[src/hdl/aging_priority_task_scheduler_defines.svh]
// ------------------------------------------------------------------------
// aging priority task scheduler assertion macros
// shared assertion shorthands, removable with NO_ASSERTIONS
// ------------------------------------------------------------------------
`ifndef AGING_PRIORITY_TASK_SCHEDULER_DEFINES_SVH
`define AGING_PRIORITY_TASK_SCHEDULER_DEFINES_SVH

`ifndef NO_ASSERTIONS
`define APS_ASSERT_IMP(label, ante, cons) \
    label: assert property (@(posedge i_clk) disable iff (!i_rst_n) (ante) |-> (cons)) \
        else $error("scheduler check failed");
`define APS_ASSERT_NXT(label, ante, cons) \
    label: assert property (@(posedge i_clk) disable iff (!i_rst_n) (ante) |=> (cons)) \
        else $error("scheduler check failed");
`else
`define APS_ASSERT_IMP(label, ante, cons)
`define APS_ASSERT_NXT(label, ante, cons)
`endif

`endif

[src/hdl/aps_pkg.sv]
// ------------------------------------------------------------------------
// aps_pkg
// types, widths and codes shared by the scheduler modules
// ------------------------------------------------------------------------
package aps_pkg;

    localparam int TASKS  = 8;
    localparam int ID_W   = 3;
    localparam int CNT_W  = 4;
    localparam int PRIO_W = 8;
    localparam int TICK_W = 32;
    localparam logic [PRIO_W-1:0] PRIO_MAX = {PRIO_W{1'b1}};

    localparam logic [2:0] OP_CREATE    = 3'd0;
    localparam logic [2:0] OP_TICK      = 3'd1;
    localparam logic [2:0] OP_DELAY     = 3'd2;
    localparam logic [2:0] OP_YIELD     = 3'd3;
    localparam logic [2:0] OP_START     = 3'd4;
    localparam logic [2:0] OP_TERMINATE = 3'd5;

    localparam logic [1:0] ST_OK      = 2'd0;
    localparam logic [1:0] ST_FULL    = 2'd1;
    localparam logic [1:0] ST_NO_TASK = 2'd2;

    localparam logic [2:0] KM_NONE = 3'd0;
    localparam logic [2:0] KM_HEAD = 3'd1;
    localparam logic [2:0] KM_ID   = 3'd2;
    localparam logic [2:0] KM_DUE  = 3'd3;
    localparam logic [2:0] KM_BEST = 3'd4;

    typedef struct packed {
        logic              valid;
        logic [ID_W-1:0]   id;
        logic [PRIO_W-1:0] prio;
        logic [TICK_W-1:0] wake;
    } t_ent;

    typedef struct packed {
        logic              push;
        t_ent              push_ent;
        logic [2:0]        kill_mode;
        logic [ID_W-1:0]   kill_id;
        logic [TICK_W-1:0] tick;
        logic              age;
        logic [PRIO_W-1:0] ceiling;
    } t_qctl;

    typedef struct packed {
        logic hit;
        logic empty;
        t_ent ent;
    } t_qres;

endpackage

[src/hdl/aps_cell.sv]
// ------------------------------------------------------------------------
// aps_cell
// one queue slot: holds an entry, shifts left on removal, ages, takes pushes
// ------------------------------------------------------------------------
module aps_cell (
    input  logic                       i_clk,
    input  logic                       i_rst_n,
    input  aps_pkg::t_qctl             i_ctl,
    input  logic                       i_head,
    input  logic                       i_left_valid,
    input  aps_pkg::t_ent              i_right_ent,
    input  logic                       i_shift_in,
    input  logic [aps_pkg::PRIO_W-1:0] i_max_in,
    input  logic                       i_max_vld_in,
    input  logic                       i_cand_after,
    output aps_pkg::t_ent              o_ent,
    output logic                       o_shift_out,
    output logic [aps_pkg::PRIO_W-1:0] o_max_out,
    output logic                       o_max_vld_out,
    output logic                       o_cand_out,
    output logic                       o_kill
);

    aps_pkg::t_ent r_ent;
    aps_pkg::t_ent n_ent;
    logic          cand;

    // strictly above everything to the left: last such cell holds the first maximum
    assign cand          = r_ent.valid && (!i_max_vld_in || r_ent.prio > i_max_in);
    assign o_max_out     = cand ? r_ent.prio : i_max_in;
    assign o_max_vld_out = i_max_vld_in || r_ent.valid;
    assign o_cand_out    = cand || i_cand_after;

    always_comb begin
        case (i_ctl.kill_mode)
            aps_pkg::KM_HEAD: o_kill = i_head && r_ent.valid;
            aps_pkg::KM_ID:   o_kill = r_ent.valid && r_ent.id == i_ctl.kill_id;
            aps_pkg::KM_DUE:  o_kill = r_ent.valid && i_ctl.tick >= r_ent.wake && !i_shift_in;
            aps_pkg::KM_BEST: o_kill = cand && !i_cand_after;
            default:          o_kill = 1'b0;
        endcase
    end

    assign o_shift_out = i_shift_in || o_kill;
    assign o_ent       = r_ent;

    always_comb begin
        n_ent = r_ent;
        if (o_shift_out) begin
            n_ent = i_right_ent;
        end else if (i_ctl.push && !r_ent.valid && i_left_valid) begin
            n_ent       = i_ctl.push_ent;
            n_ent.valid = 1'b1;
        end else if (i_ctl.age && r_ent.valid && r_ent.prio < i_ctl.ceiling
                     && r_ent.prio < aps_pkg::PRIO_MAX) begin
            n_ent.prio = r_ent.prio + 1'b1;
        end
    end

    always_ff @(posedge i_clk) begin
        if (!i_rst_n) begin
            r_ent <= '0;
        end else begin
            r_ent <= n_ent;
        end
    end

endmodule

[src/hdl/aps_queue.sv]
// ------------------------------------------------------------------------
// aps_queue
// ordered task queue built as a row of cells, head at cell 0
// ------------------------------------------------------------------------
module aps_queue (
    input  logic           i_clk,
    input  logic           i_rst_n,
    input  aps_pkg::t_qctl i_ctl,
    output aps_pkg::t_qres o_res
);

    localparam int N = aps_pkg::TASKS;

    aps_pkg::t_ent               ents  [N];
    logic                        shift [N+1];
    logic [aps_pkg::PRIO_W-1:0]  mx    [N+1];
    logic                        mxv   [N+1];
    logic                        cand  [N+1];
    logic [N-1:0]                kill;

    assign shift[0]  = 1'b0;
    assign mx[0]     = '0;
    assign mxv[0]    = 1'b0;
    assign cand[N]   = 1'b0;

    for (genvar g = 0; g < N; g++) begin : g_cell
        aps_pkg::t_ent right_ent;
        logic          left_valid;
        if (g == N - 1) begin : g_last
            assign right_ent = '0;
        end else begin : g_mid
            assign right_ent = ents[g+1];
        end
        if (g == 0) begin : g_first
            assign left_valid = 1'b1;
        end else begin : g_rest
            assign left_valid = ents[g-1].valid;
        end
        aps_cell u_cell (
            .i_clk         (i_clk),
            .i_rst_n       (i_rst_n),
            .i_ctl         (i_ctl),
            .i_head        (g == 0),
            .i_left_valid  (left_valid),
            .i_right_ent   (right_ent),
            .i_shift_in    (shift[g]),
            .i_max_in      (mx[g]),
            .i_max_vld_in  (mxv[g]),
            .i_cand_after  (cand[g+1]),
            .o_ent         (ents[g]),
            .o_shift_out   (shift[g+1]),
            .o_max_out     (mx[g+1]),
            .o_max_vld_out (mxv[g+1]),
            .o_cand_out    (cand[g]),
            .o_kill        (kill[g])
        );
    end

    always_comb begin
        o_res       = '0;
        o_res.hit   = |kill;
        o_res.empty = !ents[0].valid;
        for (int i = 0; i < N; i++) begin
            o_res.ent = o_res.ent | (kill[i] ? ents[i] : '0);
        end
    end

endmodule

[src/hdl/aging_priority_task_scheduler.sv]
// ------------------------------------------------------------------------
// aging_priority_task_scheduler
// task scheduler with ready and sleep queues held in cell chains, aging
// of ready priorities and first-maximum selection
// ------------------------------------------------------------------------
//  channel | direction | handshake                  | payload
//  in      | input     | i_in_valid / o_in_stall    | op, priority_req, delay_ticks, task_id
//  out     | output    | o_out_valid / i_out_stall  | running_task .. status
//  cfg     | input     | i_cfg_valid / o_cfg_ready  | priority_ceiling
//
// one item at a time: create, start and plain ops go straight to done, yield, delay and
// terminate of the current task pass through requeue and pick, a tick through wake, age,
// requeue and pick; the sleep walk moves one due task per cycle through the chain.
// synchronous active-low reset empties both queues and clears the counters.
// the result register frees the input side: a stalled result holds only the
// next item in its final cycle.
module aging_priority_task_scheduler (
    input  logic        i_clk,
    input  logic        i_rst_n,
    input  logic        i_in_valid,
    output logic        o_in_stall,
    input  logic [2:0]  i_op,
    input  logic [7:0]  i_priority_req,
    input  logic [31:0] i_delay_ticks,
    input  logic [2:0]  i_task_id,
    output logic        o_out_valid,
    input  logic        i_out_stall,
    output logic [2:0]  o_running_task,
    output logic        o_running_valid,
    output logic        o_switched,
    output logic [2:0]  o_new_task_id,
    output logic [1:0]  o_status,
    input  logic        i_cfg_valid,
    output logic        o_cfg_ready,
    input  logic [7:0]  i_cfg_data
);

`include "aging_priority_task_scheduler_defines.svh"

    localparam logic [2:0] S_IDLE     = 3'd0;
    localparam logic [2:0] S_WAKE     = 3'd1;
    localparam logic [2:0] S_AGE      = 3'd2;
    localparam logic [2:0] S_REQUEUE  = 3'd3;
    localparam logic [2:0] S_PICK     = 3'd4;
    localparam logic [2:0] S_DONE     = 3'd5;

    logic [2:0]                  r_state, n_state;
    logic [7:0]                  r_ceil;
    logic [aps_pkg::TICK_W-1:0]  r_tick, n_tick;
    logic [aps_pkg::CNT_W-1:0]   r_total, n_total;
    logic                        r_cur_valid, n_cur_valid;
    logic                        r_cur_run, n_cur_run;
    logic [aps_pkg::ID_W-1:0]    r_cur_id, n_cur_id;
    logic [aps_pkg::PRIO_W-1:0]  r_cur_prio, n_cur_prio;
    logic                        r_prev_valid, n_prev_valid;
    logic [aps_pkg::ID_W-1:0]    r_prev_id, n_prev_id;
    logic                        r_sw, n_sw;
    logic [aps_pkg::ID_W-1:0]    r_newid, n_newid;
    logic [1:0]                  r_status, n_status;
    logic                        r_out_valid;
    logic [2:0]                  r_o_task;
    logic                        r_o_valid;
    logic                        r_o_sw;
    logic [2:0]                  r_o_newid;
    logic [1:0]                  r_o_status;

    aps_pkg::t_qctl rq_ctl, sq_ctl;
    aps_pkg::t_qres rq_res, sq_res;
    logic           accept;
    logic           load_out;
    logic [aps_pkg::PRIO_W-1:0] req_prio;

    aps_queue u_ready (.i_clk(i_clk), .i_rst_n(i_rst_n), .i_ctl(rq_ctl), .o_res(rq_res));
    aps_queue u_sleep (.i_clk(i_clk), .i_rst_n(i_rst_n), .i_ctl(sq_ctl), .o_res(sq_res));

    assign o_in_stall  = r_state != S_IDLE;
    assign accept      = i_in_valid && !o_in_stall;
    assign o_cfg_ready = 1'b1;
    assign load_out    = r_state == S_DONE && (!r_out_valid || !i_out_stall);
    assign req_prio    = (i_priority_req > aps_pkg::PRIO_MAX) ? aps_pkg::PRIO_MAX
                                                              : i_priority_req;

    always_comb begin
        n_state      = r_state;
        n_tick       = r_tick;
        n_total      = r_total;
        n_cur_valid  = r_cur_valid;
        n_cur_run    = r_cur_run;
        n_cur_id     = r_cur_id;
        n_cur_prio   = r_cur_prio;
        n_prev_valid = r_prev_valid;
        n_prev_id    = r_prev_id;
        n_sw         = r_sw;
        n_newid      = r_newid;
        n_status     = r_status;
        rq_ctl           = '0;
        rq_ctl.tick      = r_tick;
        rq_ctl.ceiling   = r_ceil;
        rq_ctl.kill_id   = i_task_id;
        rq_ctl.kill_mode = aps_pkg::KM_NONE;
        sq_ctl           = rq_ctl;
        case (r_state)
            S_IDLE: begin
                if (accept) begin
                    n_sw     = 1'b0;
                    n_newid  = '0;
                    n_status = aps_pkg::ST_OK;
                    n_state  = S_DONE;
                    case (i_op)
                        aps_pkg::OP_CREATE: begin
                            if (r_total == aps_pkg::CNT_W'(aps_pkg::TASKS)) begin
                                n_status = aps_pkg::ST_FULL;
                            end else begin
                                rq_ctl.push          = 1'b1;
                                rq_ctl.push_ent.id   = r_total[aps_pkg::ID_W-1:0];
                                rq_ctl.push_ent.prio = req_prio;
                                n_newid              = r_total[aps_pkg::ID_W-1:0];
                                n_total              = r_total + 1'b1;
                            end
                        end
                        aps_pkg::OP_TICK: begin
                            n_tick  = r_tick + 1'b1;
                            n_state = S_WAKE;
                        end
                        aps_pkg::OP_DELAY: begin
                            if (!r_cur_valid || !r_cur_run) begin
                                n_status = aps_pkg::ST_NO_TASK;
                            end else begin
                                sq_ctl.push          = 1'b1;
                                sq_ctl.push_ent.id   = r_cur_id;
                                sq_ctl.push_ent.prio = r_cur_prio;
                                sq_ctl.push_ent.wake = r_tick + i_delay_ticks;
                                n_cur_run            = 1'b0;
                                n_state              = S_REQUEUE;
                            end
                        end
                        aps_pkg::OP_YIELD: begin
                            n_state = S_REQUEUE;
                        end
                        aps_pkg::OP_START: begin
                            if (!r_cur_valid) begin
                                if (rq_res.empty) begin
                                    n_status = aps_pkg::ST_NO_TASK;
                                end else begin
                                    rq_ctl.kill_mode = aps_pkg::KM_HEAD;
                                    n_cur_valid      = 1'b1;
                                    n_cur_run        = 1'b1;
                                    n_cur_id         = rq_res.ent.id;
                                    n_cur_prio       = rq_res.ent.prio;
                                end
                            end
                        end
                        aps_pkg::OP_TERMINATE: begin
                            if ({1'b0, i_task_id} < r_total) begin
                                rq_ctl.kill_mode = aps_pkg::KM_ID;
                                sq_ctl.kill_mode = aps_pkg::KM_ID;
                                if (r_cur_valid && r_cur_id == i_task_id) begin
                                    n_cur_run = 1'b0;
                                    n_state   = S_REQUEUE;
                                end
                            end
                        end
                        default: begin
                        end
                    endcase
                end
            end
            S_WAKE: begin
                // one due sleeper per cycle, in sleep order
                sq_ctl.kill_mode = aps_pkg::KM_DUE;
                if (sq_res.hit) begin
                    rq_ctl.push     = 1'b1;
                    rq_ctl.push_ent = sq_res.ent;
                end else begin
                    n_state = S_AGE;
                end
            end
            S_AGE: begin
                rq_ctl.age = 1'b1;
                n_state    = S_REQUEUE;
            end
            S_REQUEUE: begin
                n_prev_valid = r_cur_valid;
                n_prev_id    = r_cur_id;
                if (r_cur_valid && r_cur_run) begin
                    rq_ctl.push          = 1'b1;
                    rq_ctl.push_ent.id   = r_cur_id;
                    rq_ctl.push_ent.prio = r_cur_prio;
                    n_cur_run            = 1'b0;
                end
                n_state = S_PICK;
            end
            S_PICK: begin
                if (!rq_res.empty) begin
                    rq_ctl.kill_mode = aps_pkg::KM_BEST;
                    n_cur_valid      = 1'b1;
                    n_cur_run        = 1'b1;
                    n_cur_id         = rq_res.ent.id;
                    n_cur_prio       = rq_res.ent.prio;
                    n_sw             = r_prev_valid && r_prev_id != rq_res.ent.id;
                end
                n_state = S_DONE;
            end
            S_DONE: begin
                if (load_out) begin
                    n_state = S_IDLE;
                end
            end
            default: begin
                n_state = S_IDLE;
            end
        endcase
    end

    always_ff @(posedge i_clk) begin
        r_cur_prio   <= n_cur_prio;
        r_prev_valid <= n_prev_valid;
        r_prev_id    <= n_prev_id;
        r_sw         <= n_sw;
        r_newid      <= n_newid;
        r_status     <= n_status;
        if (load_out) begin
            r_o_task    <= r_cur_valid ? r_cur_id : '0;
            r_o_valid   <= r_cur_valid;
            r_o_sw      <= r_sw;
            r_o_newid   <= r_newid;
            r_o_status  <= r_status;
        end
        if (!i_rst_n) begin
            r_state     <= S_IDLE;
            r_ceil      <= 8'hff;
            r_tick      <= '0;
            r_total     <= '0;
            r_cur_valid <= 1'b0;
            r_cur_run   <= 1'b0;
            r_cur_id    <= '0;
            r_out_valid <= 1'b0;
        end else begin
            r_state     <= n_state;
            r_tick      <= n_tick;
            r_total     <= n_total;
            r_cur_valid <= n_cur_valid;
            r_cur_run   <= n_cur_run;
            r_cur_id    <= n_cur_id;
            if (i_cfg_valid && o_cfg_ready) begin
                r_ceil <= i_cfg_data;
            end
            if (load_out) begin
                r_out_valid <= 1'b1;
            end else if (!i_out_stall) begin
                r_out_valid <= 1'b0;
            end
        end
    end

    assign o_out_valid     = r_out_valid;
    assign o_running_task  = r_o_task;
    assign o_running_valid = r_o_valid;
    assign o_switched      = r_o_sw;
    assign o_new_task_id   = r_o_newid;
    assign o_status        = r_o_status;

    `APS_ASSERT_NXT(a_busy_after_accept, accept, o_in_stall)
    `APS_ASSERT_IMP(a_switch_needs_task, o_out_valid && o_switched, o_running_valid)
    `APS_ASSERT_IMP(a_idle_task_zero, o_out_valid && !o_running_valid, o_running_task == 3'd0)
    `APS_ASSERT_IMP(a_error_no_switch, o_out_valid && o_status != aps_pkg::ST_OK, !o_switched)

endmodule
[config.mk]
export PLATFORM = sky130hd
export DESIGN_NAME = aging_priority_task_scheduler
export DESIGN_NICKNAME = d
export VERILOG_FILES = /design/src/hdl/aps_pkg.sv /design/src/hdl/aps_cell.sv /design/src/hdl/aps_queue.sv /design/src/hdl/aging_priority_task_scheduler.sv
export VERILOG_INCLUDE_DIRS = /design/src /design/src/hdl
export SDC_FILE = /design/constraint.sdc
export NUM_CORES = 2
export LEC_CHECK = 0
export BUFFER_PORTS_ARGS = -buffer_cell sky130_fd_sc_hd__buf_2
export CORE_AREA = 2 2 366 368
export DETAILED_ROUTE_END_ITERATION = 8
export DIE_AREA = 0 0 368 370
export RECOVER_POWER = 50
export SLEW_MARGIN = 10
export SYNTH_ARGS = -nofsm -noshare
export SYNTH_HDL_FRONTEND = slang
export SYNTH_SLANG_ARGS = --single-unit
[constraint.sdc]
create_clock -name i_clk -period 25.6 [get_ports i_clk]
set_clock_uncertainty 0.05 [all_clocks]
set_input_delay 1.28 -clock i_clk [delete_from_list [all_inputs] [get_ports i_clk]]
set_output_delay 1.28 -clock i_clk [all_outputs]
set_load 0.05 [all_outputs]
* Word level (Yosys, flattened, before mapping) *
Cells that the tools add are included.

word-level totals
  output and inout bits = 13
  register bits after elaboration = 785
  logic and storage cells = 681
  bits of input ports = 59

cells by class
  reductions and logical operators = 287
  order comparisons = 48
  bitwise gates (word level) = 17
  eq/ne operators = 50
  add/sub/neg operators = 11
  muxes and demuxes = 185

operator list
  operator                                                          number
  44-bit two-way mux                                                22
  32-bit greater-or-equal comparator                                16
  32-bit two-way mux                                                15
  43-bit two-way mux                                                11
  8-bit two-way mux                                                 42
  44-bit bitwise OR                                                 7
  43-bit bitwise OR                                                 7
  1-bit logical AND                                                 133
  8-bit > comparator                                                14
  8-bit by 1-bit adder with 8-bit output (second input constant)    8
  8-bit less-than comparator                                        8
  8-bit less-than comparator (second input constant)                8
  1-bit logical NOT                                                 61
  4-bit two-way mux                                                 14
  1-bit logical OR                                                  54
  3-bit equality test                                               17
  1-bit case mux with 3 select lines                                17
  46-bit two-way mux                                                1
  45-bit two-way mux                                                1
  11-bit two-way mux                                                4
  3-bit two-way mux                                                 11
  11-bit case mux with 3 select lines                               1
  32-bit by 1-bit adder with 32-bit output (second input constant)  1
  32-bit adder                                                      1
  32 further kinds                                                  124

* Depth between registers and ports, before layout *
  depth in word-level cells = 72
  gate-level depth with buffers = 89
  mapped depth without buffers = 80

* Hierarchy *
A second synthesis with hierarchy kept.

unflattened totals
  cell total of the unflattened synthesis = 9497
  area total of the unflattened synthesis = 70904.3 um^2

by module, submodules not included
  module                         times used  cells each  sequential area each (um^2)  area an instance (um^2)
  aps_cell                       16          515         880.8                        3819.9
  aging_priority_task_scheduler  1           725         1901.8                       5881.9
  aps_queue                      2           266         0.0                          1951.9

* Least setup slack after synthesis *
No wires, ideal clock.

  path kind = register to register
  start = register u_ready.g_cell[0].u_cell.r_ent, in the netlist u_ready.g_cell[0].u_cell.o_ent[43]
  end = register r_sw, data pin
  stages on the path, launching flop included = 84
  data required time = 25.287 ns
  clock period less this slack = 16.337 ns
  buffers on the path = 12
  arrival time = 16.024 ns
  setup slack = 9.263 ns
  setup time = 0.263 ns
  path through = dfxtp_1 > buf_4 > clkbuf_1 > nand2_1 > ha_1 > and4_1 > or3_1 > o221ai_2 > a21oi_1 > clkbuf_1 > clkbuf_1 > o21ai_0 > inv_1 > ha_1 > and4_1 > o311ai_1 > o31ai_2 > nand3_1 > (+48 left out) > clkbuf_1 > o21ai_0 > ha_1 > nor2b_1 > o21a_1 > o21a_1 > o21a_1 > o21bai_1 > a22oi_1 > o21ai_0 > nand3b_1 > buf_1 > clkbuf_1 > a2111o_1 > o211ai_1 > a221o_1 > xnor2_1 > a31oi_1

on the way
  longest elaborated chain between the ends = 70
  elaborated cells on any way between the ends = 120
  classes of those cells = order compare: 7; eq/ne: 5; mux: 31; bitwise: 7; reduce/logical: 70

ends and longest elaborated chain
  what                                  line                                  RTL
  start, declared                       aps_cell.sv:24                        aps_pkg::t_ent r_ent;
  start signal, assigned                aps_cell.sv:64                        r_ent <= n_ent;
  8-bit two-way mux                     aps_cell.sv:30                        assign o_max_out = cand ? r_ent.prio : i_max_in;
  8-bit > comparator                    aps_cell.sv:29                        assign cand = r_ent.valid && (!i_max_vld_in || r_ent.prio > i_max_in);
  1-bit logical OR                      aps_cell.sv:29
  1-bit logical AND                     aps_cell.sv:29
  8-bit two-way mux                     aps_cell.sv:30
  8-bit > comparator                    aps_cell.sv:29
  1-bit logical OR                      aps_cell.sv:29
  1-bit logical AND                     aps_cell.sv:29
  (+54 left out)                        -
  1-bit logical AND                     aps_cell.sv:38                        aps_pkg::KM_DUE: o_kill = r_ent.valid && i_ctl.tick >= r_ent.wake && !i_shift_in;
  1-bit case mux with 3 select lines    aps_cell.sv:35                        case (i_ctl.kill_mode)
  43-bit two-way mux                    aps_queue.sv:64                       o_res.ent = o_res.ent | (kill[i] ? ents[i] : '0);
  43-bit bitwise OR *                   aps_queue.sv:64
  3-bit inequality test *               aging_priority_task_scheduler.sv:200  n_sw = r_prev_valid && r_prev_id != rq_res.ent.id;
  1-bit logical AND *                   aging_priority_task_scheduler.sv:200
  1-bit two-way mux *                   aging_priority_task_scheduler.sv:194  if (!rq_res.empty) begin
  1-bit case mux with 2 select lines *  aging_priority_task_scheduler.sv:102  case (r_state)
  end signal, assigned                  aging_priority_task_scheduler.sv:219  r_sw <= n_sw;
  end, declared                         aging_priority_task_scheduler.sv:57   logic r_sw, n_sw;

Mark *: on every way between the ends. The rest lies on a longest branch, timed or not. The select of a mux whose other input is x is not followed.
A chain may end at the register's enable or synchronous reset.

* Worst setup path in the final report *
  start = register u_ready.g_cell[0].u_cell.r_ent, in the netlist u_ready.g_cell[0].u_cell.o_ent[43]
  end = register u_ready.g_cell[4].u_cell.r_ent, in the netlist u_ready.g_cell[4].u_cell.o_ent[38]

on the way
  longest elaborated chain between the ends = 54
  elaborated cells on any way between the ends = 88
  classes of those cells = order compare: 7; eq/ne: 4; mux: 19; reduce/logical: 58

ends and longest elaborated chain
  what                                                                              line            RTL
  8-bit two-way mux                                                                 aps_cell.sv:30
  8-bit > comparator                                                                aps_cell.sv:29
  1-bit logical OR                                                                  aps_cell.sv:29
  1-bit logical AND                                                                 aps_cell.sv:29
  8-bit two-way mux                                                                 aps_cell.sv:30
  8-bit > comparator                                                                aps_cell.sv:29
  1-bit logical OR                                                                  aps_cell.sv:29
  1-bit logical AND                                                                 aps_cell.sv:29
  (+38 left out)                                                                    -
  1-bit logical AND                                                                 aps_cell.sv:38
  1-bit case mux with 3 select lines                                                aps_cell.sv:35
  1-bit logical OR                                                                  aps_cell.sv:44  assign o_shift_out = i_shift_in || o_kill;
  1-bit logical NOT                                                                 aps_cell.sv:38
  1-bit logical AND                                                                 aps_cell.sv:38
  1-bit case mux with 3 select lines                                                aps_cell.sv:35
  1-bit logical OR *                                                                aps_cell.sv:44
  3-bit nonzero test (no source line) / 44-bit two-way mux (equally long branches)  -
  end signal, assigned                                                              aps_cell.sv:64
  end, declared                                                                     aps_cell.sv:24

Mark *: on every way between the ends. The rest lies on a longest branch, timed or not.

==> impl_metrics.tcl <==
set metrics [dict create \
    r2r_end "u_ready.g_cell[4].u_cell.o_ent[38]" \
    drc 0 \
    ir_drop_v 0.0000450 \
    antenna_found_initial 3 \
    seq_area_frac_synth_pct 29.5 \
    hpwl_um 96200 \
    coreArea_um2 132000 \
    yosysUniqueCellTypes 102 \
    p_int_uw 1420 \
    path_class "flop to flop" \
    area_growth_pct 10.7 \
    grt_first_pass_wirelength_um 213000 \
    r2r_slack_ps 7250 \
    fmax_mhz 54.5 \
    cts_hold_buf 0 \
    cts_buffers 67 \
    p_sw_share_pct 25.9 \
    die_h_um 370 \
    synthesis.area_um2 36900 \
    dr.first_iter.drc_count 4459 \
    slew_violations 621 \
    cts_tree "done" \
    net-switching-power_uw 496 \
    fin_ws_ps 7250 \
    final_layout_size_suffix_gt1_share_pct 6.65 \
    start_util_pct 27.8 \
    first_global_vias 34500 \
    crit_arrival_ps 18780 \
    insertion_delay_ps 670 \
    regToRegStartpoint "u_ready.g_cell[0].u_cell.o_ent[43]" \
    postCtsSetupRepairBufs 0 \
    final_cell_mix "647 x nand2_1, 501 x dfxtp_1, 466 x a21oi_1, 408 x ha_1, 351 x inv_1" \
    finalCriticalPeriod_ps 18350 \
    finalSetupViolations 0 \
    crit_fanout 26 \
    num_antenna_cells 0 \
    ant_nets 0 \
    rsz0062_at_grt "false" \
    nets 5068 \
    p_leak_uw 0.0151 \
    port_buffers 70 \
    holdPathEnd "o_new_task_id[2]" \
    grt_max_degree 111 \
    firstDrtPassIters 8 \
    worstMarginPinSlew_ps 4430 \
    pwr-share-comb_pct 5.3 \
    power_density_nw_per_um2 46.9 \
    critical-path-max-stage-delay_ps 850 \
    setup-tns-final_ps 0 \
    clock-sinks 529 \
    fin_crit_sh_pct 71.7 \
    timing.critical_path.from_type "flop" \
    rows 134 \
    wirelength_um 142000 \
    die_x_um 368 \
    wl_per_cell_um 22.1 \
    crit_slowest_cell "o21ai_1" \
    violations "capacitance limit, slew limit" \
    ys_seq_elements 529 \
    cts_resized 0 \
    final_common_cell "nand2_1" \
    cp_data_required_time_ps 26030 \
    hp-start "r_newid[2]" \
    syn_inst 4751 \
    final_hold_viol_count 0 \
    routed_via_density 5.64 \
    maxSlewHeadroom_pct -197 \
    synthFlopType "dfxtp_1" \
    async_flop_share_pct 0 \
    ys_warn_count 0 \
    synth_edf_count 28 \
    status "complete, but fails checks" \
    htree_levels 3 \
    p_clk_share_pct 50.5 \
    syn_nets 5219 \
    vias 36200 \
    cp-end-kind "flop" \
    pin_count 72 \
    rr_worst_depth 78 \
    root_buffer "clkbuf_16" \
    dpl_worst_slack_ps 7700 \
    syn_avg_cell_area_um2 7.76 \
    seqPwrFrac_pct 44.2 \
    die_area_um2 136000 \
    gp_congestion 0.944 \
    whs_path_depth 0 \
    clock_path_buffers 3 \
    min_path_type "flop to flop" \
    maxCapViolations 13 \
    path_common_cell "o21a_1" \
    grt.total_usage_pct 20.1 \
    grt_overflow 0 \
    path_clk_slew_ps 60 \
]
==> state kept, by name, indices dropped and copies added, names as in the netlist, 2 cells and up <==
register,flops
r_prev_id,3
r_status,2
r_newid,3
r_cur_id,3
u_sleep.g_cell.u_cell.o_ent,352
r_ceil,8
r_cur_prio,8
u_ready.g_cell.u_cell.o_ent,96
o_status,2
r_state,3
o_running_task,3
o_new_task_id,3
r_total,4
r_tick,32
==> metal layers <==
layer	vias to the layer above	track usage (%)	part of all wire [%]
met4	2	7.58	3.9
met5	-	0	0.0085
met3	373	3.57	8.6
li1	16700	-	-
met2	1697	32.4	45
met1	17400	26.6	43
==> stage by stage <==
step	util [%]	hold WS (ps)	instances	instance area, um2	power (uW)
floorplan	-	350	4751	36900	927
global placement	29.2	367	6299	38700	962
detailed placement	29.2	368	6299	38700	964
CTS	30.9	382	6417	40900	1920
global route	30.8	396	6417	40800	1970
finish	30.8	381	6417	40800	1910
==> cells by family after synthesis <==
group | share of synthesized area [%]
multiplexers | 1.06
AND/OR/NAND/NOR | 17.3
buffers and inverters | 7.54
other | 0.0102
adder cells (fa/ha/maj) | 13.9
AO/OA/AOI/OAI | 26.9
XOR/XNOR | 3.80
flip-flops | 29.5
==> synthesized netlist by cell type (all sizes together), types with 25 or more instances <==
library cell | number | area [um2]
edfxtp | 28 | 841
o211ai | 66 | 495
and3 | 35 | 219
nand3 | 95 | 488
o21a | 31 | 233
nand4 | 78 | 494
nor2 | 299 | 1120
a21oi | 467 | 2350
a221o | 29 | 290
ha | 408 | 5100
a211oi | 47 | 358
dfxtp | 501 | 10000
a31oi | 57 | 363
xor2 | 76 | 666
nor2b | 45 | 282
inv | 354 | 1330
xnor2 | 84 | 736
a21o | 75 | 563
buf | 59 | 287
clkbuf | 308 | 1160
nand2b | 36 | 225
a22oi | 274 | 2060
o21ai | 201 | 1010
nor3 | 52 | 260
nand2 | 648 | 2430
a221oi | 56 | 497
and2 | 25 | 156
==> critical path: cells and delay by family (launching register included) <==
| kind | cells | cell delay (ps) |
|---|---|---|
| AOI/OAI and AO/OA | 41 | 9490 |
| muxes | 5 | 1550 |
| DFF | 1 | 300 |
| buffers and inverters | 7 | 1240 |
| and+or+nand+nor | 18 | 3500 |
| adders and majority gates | 7 | 1960 |
==> how the worst max path moves through the flow <==
| stage | start | endpoint | slack (ps) |
|---|---|---|---|
| 6_report | u_ready.g_cell[0].u_cell.o_ent[43] | u_ready.g_cell[4].u_cell.o_ent[38] | 7250 |
| 5_1_grt | u_ready.g_cell[0].u_cell.o_ent[43] | u_ready.g_cell[4].u_cell.o_ent[33] | 5830 |
| 4_1_cts | u_ready.g_cell[0].u_cell.o_ent[43] | u_ready.g_cell[4].u_cell.o_ent[38] | 7630 |
| 3_5_place_dp | u_ready.g_cell[0].u_cell.o_ent[43] | u_ready.g_cell[4].u_cell.o_ent[38] | 7700 |
| 3_3_place_gp | u_ready.g_cell[0].u_cell.o_ent[43] | u_ready.g_cell[4].u_cell.o_ent[38] | 8000 |
| 2_1_floorplan | u_ready.g_cell[0].u_cell.o_ent[43] | r_sw | 9260 |
==> power groups by stage <==
stage	Clock (uW)	Combinational (uW)	Sequential, uW
after floorplan	0	67.9	859
after global placement	0	99.3	863
after detailed placement	0	101	863
after CTS	978	101	845
after global routing	1010	110	846
final	966	102	845
==> cell type report <==
class | count | area [um2]
inverter | 356 | 1340
sequential | 529 | 10900
tap | 1768 | 2210
clock inverter | 18 | 226
timing repair buffer | 147 | 863
clock buffer | 100 | 1940
multi-input combinational | 3499 | 23300
fill | 14200 | 91700
(Power assumes the default switching activity.)
